==> config.mk <==
export PLATFORM = sky130hd
export DESIGN_NAME = cartridge_bank_mapper_core
export DESIGN_NICKNAME = d
export VERILOG_FILES = /design/src/hdl/cbm_pkg.sv /design/src/hdl/cbm_xlate.sv /design/src/hdl/cartridge_bank_mapper_core.sv
export SDC_FILE = /design/constraint.sdc
export NUM_CORES = 1
export LEC_CHECK = 0
export ABC_AREA = 1
export ABC_CLOCK_PERIOD_IN_PS = 3000
export BUFFER_PORTS_ARGS = -buffer_cell sky130_fd_sc_hd__buf_2
export CAP_MARGIN = 20
export CORE_MARGIN = 2
export CORE_UTILIZATION = 50
export CTS_BUF_LIST = sky130_fd_sc_hd__clkbuf_8
export CTS_CLUSTER_DIAMETER = 150
export DETAILED_ROUTE_END_ITERATION = 10
export PLACE_DENSITY = 0.82
export SYNTH_ARGS = -nofsm -noshare
export SYNTH_HDL_FRONTEND = slang
export SYNTH_SLANG_ARGS = --single-unit
==> constraint.sdc <==
create_clock -name clk -period 3 [get_ports clk]
set_input_delay 0.15 -clock clk [delete_from_list [all_inputs] [get_ports clk]]
set_output_delay 0.15 -clock clk [all_outputs]
set_load 0.005 [all_outputs]
==> src/hdl/cbm_pkg.sv <==
// Types and constants of the cartridge bank mapper.
`timescale 1ns / 1ps
`default_nettype none
package cbm_pkg;

  localparam int ADDR_W     = 16;
  localparam int DATA_W     = 8;
  localparam int ROM_ADDR_W = 21;
  localparam int RAM_ADDR_W = 15;
  localparam int ROM_BANK_W = 7;
  localparam int RAM_BANK_W = 2;
  localparam int LOW_BANK_W = 5;
  localparam int CFG_IDX_W  = 2;
  localparam int CFG_DATA_W = 7;

  typedef enum logic [1:0] {
    OUT_ROM = 2'd0,
    OUT_RAM = 2'd1,
    OUT_REG = 2'd2,
    OUT_BAD = 2'd3
  } outcome_t;

  // Configuration register indexes
  localparam logic [CFG_IDX_W-1:0] CFG_BANKING_MODE  = 2'd0;
  localparam logic [CFG_IDX_W-1:0] CFG_ROM_BANK_MASK = 2'd1;
  localparam logic [CFG_IDX_W-1:0] CFG_RAM_BANK_MASK = 2'd2;

  // 8 KiB regions of the CPU bus, address[15:13]
  localparam logic [2:0] REGION_RAM_EN   = 3'd0;
  localparam logic [2:0] REGION_ROM_LOW  = 3'd1;
  localparam logic [2:0] REGION_UPPER    = 3'd2;
  localparam logic [2:0] REGION_BANKED_A = 3'd3;
  localparam logic [2:0] REGION_CART_RAM = 3'd5;

  localparam logic [3:0] RAM_ENABLE_KEY = 4'hA;

  localparam logic [ROM_BANK_W-1:0] ROM_MASK_RESET = 7'h7F;
  localparam logic [RAM_BANK_W-1:0] RAM_MASK_RESET = 2'h3;
  localparam logic [LOW_BANK_W-1:0] LOW_BANK_RESET = 5'd1;

  typedef struct packed {
    logic                  banking_mode;
    logic [ROM_BANK_W-1:0] rom_bank_mask;
    logic [RAM_BANK_W-1:0] ram_bank_mask;
  } cfg_t;

  typedef struct packed {
    logic              req_type;
    logic [ADDR_W-1:0] address;
    logic [DATA_W-1:0] write_data;
  } req_t;

  typedef struct packed {
    outcome_t              outcome;
    logic [ROM_ADDR_W-1:0] rom_address;
    logic [RAM_ADDR_W-1:0] ram_address;
  } result_t;

endpackage
`default_nettype wire

==> src/hdl/cbm_xlate.sv <==
// Bank registers and address translation of one bus request.
`timescale 1ns / 1ps
`default_nettype none
module cbm_xlate (
  input  wire logic            clk,
  input  wire logic            rst,
  input  wire logic            accept,
  input  wire cbm_pkg::req_t   req,
  input  wire cbm_pkg::cfg_t   cfg,
  output cbm_pkg::result_t     res
);
  import cbm_pkg::*;

  logic                  ram_enabled;
  logic [LOW_BANK_W-1:0] rom_bank_low;
  logic [RAM_BANK_W-1:0] bank_upper;

  logic [2:0]            region;
  logic [LOW_BANK_W-1:0] low_eff;
  logic [ROM_BANK_W-1:0] rom_bank;
  logic [RAM_BANK_W-1:0] ram_bank;

  assign region   = req.address[ADDR_W-1:ADDR_W-3];
  // A low bank of zero reads as one
  assign low_eff  = (rom_bank_low == '0) ? LOW_BANK_RESET : rom_bank_low;
  assign rom_bank = {bank_upper, low_eff} & cfg.rom_bank_mask;
  assign ram_bank = cfg.banking_mode ? (bank_upper & cfg.ram_bank_mask) : '0;

  always_comb begin
    res.outcome     = OUT_BAD;
    res.rom_address = '0;
    res.ram_address = '0;
    if (req.req_type) begin
      case (region)
        REGION_RAM_EN, REGION_ROM_LOW, REGION_UPPER: res.outcome = OUT_REG;
        default: res.outcome = OUT_BAD;
      endcase
    end else begin
      case (region)
        REGION_RAM_EN, REGION_ROM_LOW: begin
          res.outcome     = OUT_ROM;
          res.rom_address = {{ROM_BANK_W{1'b0}}, req.address[13:0]};
        end
        REGION_UPPER, REGION_BANKED_A: begin
          res.outcome     = OUT_ROM;
          res.rom_address = {rom_bank, req.address[13:0]};
        end
        REGION_CART_RAM: begin
          if (ram_enabled) begin
            res.outcome     = OUT_RAM;
            res.ram_address = {ram_bank, req.address[12:0]};
          end
        end
        default: res.outcome = OUT_BAD;
      endcase
    end
  end

  always_ff @(posedge clk) begin
    if (rst) begin
      ram_enabled  <= 1'b0;
      rom_bank_low <= LOW_BANK_RESET;
      bank_upper   <= '0;
    end else if (accept && req.req_type) begin
      case (region)
        REGION_RAM_EN:  ram_enabled  <= (req.write_data[3:0] == RAM_ENABLE_KEY);
        REGION_ROM_LOW: rom_bank_low <= req.write_data[LOW_BANK_W-1:0];
        REGION_UPPER:   bank_upper   <= req.write_data[RAM_BANK_W-1:0];
        default: ;
      endcase
    end
  end

endmodule
`default_nettype wire

==> src/hdl/cartridge_bank_mapper_core.sv <==
// Top level of the cartridge bank mapper: request channel, result channel, config port.
// Usage
//   Request channel: in_valid with req_type, address and write_data; the request is
//   taken at a rising edge with in_valid high and in_stall low. Hold the request
//   steady while in_stall is high.
//   Result channel: out_valid with outcome, rom_address and ram_address; the result
//   is taken at a rising edge with out_valid high and out_stall low. One result
//   comes out for every request, in request order.
//   Config port: cfg_valid, cfg_index, cfg_data, with cfg_ready always high.
//   Write it only while no request is in flight.
// Results and throughput
//   Results are registered in the output or skid entry; one request a cycle is sustained
//   while out_stall is low. Bank register writes take effect for the very next request.
//   The rate is set by the single translation stage and a two-entry output buffer.
// Stall and reset
//   When out_stall holds a result, one more request is parked in the skid entry and
//   in_stall rises only after that, from a register.
//   Synchronous reset empties both entries, clears RAM enable, sets the low bank to
//   one, the upper bank and banking mode to zero and both masks to all ones.
`timescale 1ns / 1ps
`default_nettype none
module cartridge_bank_mapper_core (
  input  wire logic                                clk,
  input  wire logic                                rst,
  // request channel
  input  wire logic                                in_valid,
  output logic                                     in_stall,
  input  wire logic                                req_type,
  input  wire logic [cbm_pkg::ADDR_W-1:0]          address,
  input  wire logic [cbm_pkg::DATA_W-1:0]          write_data,
  // result channel
  output logic                                     out_valid,
  input  wire logic                                out_stall,
  output logic [1:0]                               outcome,
  output logic [cbm_pkg::ROM_ADDR_W-1:0]           rom_address,
  output logic [cbm_pkg::RAM_ADDR_W-1:0]           ram_address,
  // config port
  input  wire logic                                cfg_valid,
  output logic                                     cfg_ready,
  input  wire logic [cbm_pkg::CFG_IDX_W-1:0]       cfg_index,
  input  wire logic [cbm_pkg::CFG_DATA_W-1:0]      cfg_data
);
  import cbm_pkg::*;

  cfg_t    cfg;
  req_t    req;
  result_t new_res;
  result_t out_res;
  result_t skid_res;
  logic    skid_valid;
  logic    accept;
  logic    out_free;

  assign req      = '{req_type: req_type, address: address, write_data: write_data};
  // Stall only once the skid entry is occupied
  assign in_stall = skid_valid;
  assign accept   = in_valid && !skid_valid;
  // Output register can load when empty or being drained this cycle
  assign out_free = !out_valid || !out_stall;

  assign cfg_ready = 1'b1;

  // Config registers; indexes beyond the list are dropped
  always_ff @(posedge clk) begin
    if (rst) begin
      cfg.banking_mode  <= 1'b0;
      cfg.rom_bank_mask <= ROM_MASK_RESET;
      cfg.ram_bank_mask <= RAM_MASK_RESET;
    end else if (cfg_valid && cfg_ready) begin
      case (cfg_index)
        CFG_BANKING_MODE:  cfg.banking_mode  <= cfg_data[0];
        CFG_ROM_BANK_MASK: cfg.rom_bank_mask <= cfg_data[ROM_BANK_W-1:0];
        CFG_RAM_BANK_MASK: cfg.ram_bank_mask <= cfg_data[RAM_BANK_W-1:0];
        default: ;
      endcase
    end
  end

  cbm_xlate u_xlate (
    .clk    (clk),
    .rst    (rst),
    .accept (accept),
    .req    (req),
    .cfg    (cfg),
    .res    (new_res)
  );

  // Control: output entry and skid entry
  always_ff @(posedge clk) begin
    if (rst) begin
      out_valid  <= 1'b0;
      skid_valid <= 1'b0;
    end else if (out_free) begin
      // Advance the skid entry first, else load the fresh result
      if (skid_valid) begin
        out_valid  <= 1'b1;
        skid_valid <= 1'b0;
      end else begin
        out_valid  <= accept;
      end
    end else if (accept) begin
      skid_valid <= 1'b1;
    end
  end

  // Payload: no reset needed
  always_ff @(posedge clk) begin
    if (out_free) begin
      if (skid_valid) begin
        out_res <= skid_res;
      end else if (accept) begin
        out_res <= new_res;
      end
    end else if (accept) begin
      skid_res <= new_res;
    end
  end

  assign outcome     = out_res.outcome;
  assign rom_address = out_res.rom_address;
  assign ram_address = out_res.ram_address;

endmodule
`default_nettype wire

==> flow_metrics.env <==
export IMPL_drive_above_1_share_pct=25.4
export IMPL_setup_violations_final=0
export IMPL_hp_class="in -> reg"
export IMPL_ys_ff_latch=96
export IMPL_clk_pin_slew_ps=90
export IMPL_run_status="complete, no violations"
export IMPL_cts_root_buffer="clkbuf_8"
export IMPL_start_util_pct=52.0
export IMPL_max_stage_delay_ps=360
export IMPL_tightestPinTransition_ps=823
export IMPL_drcViolationCount=0
export IMPL_detail_route_first_pass_iterations=4
export IMPL_slew_headroom_pct=45.0
export IMPL_post_cts_setup_buffers=0
export IMPL_row_count=32
export IMPL_grt_max_degree=41
export IMPL_htreeDepth=3
export IMPL_fin_setup_tns_ps=0
export IMPL_crit_family="simple AND/OR/NAND/NOR gates"
export IMPL_grt_pass1_wl_mm=12.3
export IMPL_grt_util_all_layers_pct=17.9
export IMPL_io_buffers=75
export IMPL_clock_sinks=96
export IMPL_rsz0062_at_grt="no"
export IMPL_detail_route_vias_per_cell=4.87
export IMPL_startpoint_type="flop"
export IMPL_drtIter0Drc=201
export IMPL_pin_count=80
export IMPL_yosys_area_top_type_share_pct=56.5
export IMPL_reg2reg_setup_slack_ps=1070
export IMPL_fin_util_pct=61.1
export IMPL_drv_slew=0
export IMPL_fin_nets=515
export IMPL_synth_avg_cell_area_sq_um=10.3
export IMPL_place_area_sq_um=4510
export IMPL_antenna_cells=0
export IMPL_p_per_area_nw_per_um2=524
export IMPL_synth_area_leaders="edfxtp_1, nand2_1, dfxtp_1"
export IMPL_cp_cell_sequence="buf_4 -> inv_2 -> buf_4 -> nand3_1 -> nor2_1 -> nand2_1 -> nand2_1 -> nor2_1"
export IMPL_grt_overflow_total=0
export IMPL_syn_cell_area_sq_um=4040
export IMPL_finalWeightedCongestion=0.787
export IMPL_maxCapViolCount=0
export IMPL_timing_fmax_mhz=519
export IMPL_finalHoldViolCount=0
export IMPL_die_area_sq_um=8810
export IMPL_die_h_um=93.9
export IMPL_fin_total_pwr_w=0.00249
export IMPL_post_dp_hpwl_mm=5.04
export IMPL_end_kind="flop"
export IMPL_synth_nets=432
export IMPL_grt_pass1_vias=2731
export IMPL_synthDistinctLibCells=28
export IMPL_area_delta_synth_final_pct=17.6
export IMPL_cp_required_ps=3250
export IMPL_ctsResizeCount=0
export IMPL_crit_slowest_cell="buf_4"
export IMPL_synth_largest_area_cell="edfxtp_1"
export IMPL_min_period_ps=1930
export IMPL_cp_max_fo=40
export IMPL_antenna_found_initial=0
export IMPL_synth_warnings=0
export IMPL_yosysSeqAreaShare_pct=66.4
export IMPL_leakage_nw=2.12
export IMPL_wl_per_cell_um=12.7
export IMPL_synth_cells=393
export IMPL_ant_nets=0
export IMPL_path_class="reg -> reg"
export IMPL_design_area_sq_um=4750
export IMPL_irDropWorstVdd_mv=0.271
export IMPL_core_area_sq_um=7770
export IMPL_worst_ep_arrival_time_ps=2170
export IMPL_clock_path_buffers=2
export IMPL_die_w_um=93.9
export IMPL_cts_tree="built"
export IMPL_vias=2838
export IMPL_cts_made_buffers=9
export IMPL_fin_crit_sh_pct=64.2
export IMPL_wl_mm=7.42
export IMPL_critical_path_buf_inv_count=3
export IMPL_clock_latency_ps=350
export IMPL_clock_skew_ps=6.72
[metrics by stage]
stage | std cells | setup slack [ps] | hold slack [ps]
detailed placement | 562 | 1100 | 353
floorplan | 393 | 8.19 | 219
CTS | 583 | 1050 | 7.09
finish | 583 | 1070 | 20.5
global route | 583 | 832 | 34.5
global placement | 562 | 1160 | 343
[worst paths after layout]
path	from	to	cells after the start
max	in_stall$_SDFFE_PP0P_	u_xlate.bank_upper[0]$_SDFFE_PP0P_	8
min	cfg_data[6]	cfg[8]$_SDFFE_PP1P_	3
max reg2reg	in_stall$_SDFFE_PP0P_	u_xlate.bank_upper[0]$_SDFFE_PP0P_	8
min reg2reg	cfg[9]$_SDFFE_PP0P_	cfg[9]$_SDFFE_PP0P_	2
[metal layers]
metal	track usage, %	part of all wire (%)	vias to the layer above
li1	-	-	1443
met1	24.0	46	1308
met2	29.3	47	80
met3	3.05	5.6	7
met4	6.64	0.86	0
met5	0	0	-
[cell families after synthesis]
family / share of synthesized area [%]
and+or+nand+nor: 27.4
DFF: 66.4
buffers and inverters: 5.08
AOI/OAI and AO/OA: 1.02
other: 0.0928
[cells in the mapped netlist]
cell type	number
nand3_4	1
nand3b_1	2
dfxtp_1	20
buf_4	1
buf_6	2
nor3_4	7
nand3_1	19
nor3_2	2
nand4_1	1
nor3_1	7
inv_2	4
nor2_4	1
nand2_1	156
conb_1	1
nor2_2	10
nor2_1	35
nand2_2	1
o21ai_1	2
o21ai_0	2
inv_1	27
clkbuf_1	4
a31oi_1	1
edfxtp_1	76
a21oi_1	3
and2_1	1
clkinv_1	1
buf_2	5
buf_8	1
[layout make-up]
cell class              count  area [sq um]
flip-flops and latches     96          2680
fillers                   657          3020
clock buffers               9           124
inverters                  32           120
repair buffers             85           463
clock inverters             7          62.6
multi-input cells         252          1170
well taps                 102           128
[tightest hold or removal path: stages]
cell,delay [ps]
buf_2,80
nand2_1,50
nand3_1,60
[registers in the layout, summed over array words and instances (netlist names)]
| name | count |
|---|---|
| u_xlate.bank_upper | 2 |
| u_xlate.rom_bank_low | 5 |
| out_valid | 1 |
| ram_address | 15 |
| skid_res | 38 |
| in_stall | 1 |
| rom_address | 21 |
| u_xlate.ram_enabled | 1 |
| cfg | 10 |
| outcome | 2 |
[cell usage in the layout (no fill, tap or decap), types with 3 or more instances in the layout]
| master | count |
|---|---|
| edfxtp_1 | 76 |
| buf_2 | 75 |
| nor3_4 | 7 |
| nor2_2 | 10 |
| dlygate4sd3_1 | 5 |
| nor2_1 | 34 |
| nand3_1 | 19 |
| buf_4 | 5 |
| inv_2 | 4 |
| dfxtp_1 | 20 |
| clkinv_1 | 3 |
| nor3_1 | 7 |
| nand2_1 | 156 |
| inv_1 | 27 |
| clkbuf_8 | 9 |
[timing repair]
item,4_1_cts,5_1_grt
hold endpoints to repair,6,0
hold buffers,5,0
endpoints found under the setup margin,0,0
[where the power goes]
group / switching, W / internal (W)
logic: 0.000117 / 0.0000690
clock network: 0.000426 / 0.000377
registers: 0.0000164 / 0.00148
total: 0.000560 / 0.00193
(Power assumes the default switching activity.)
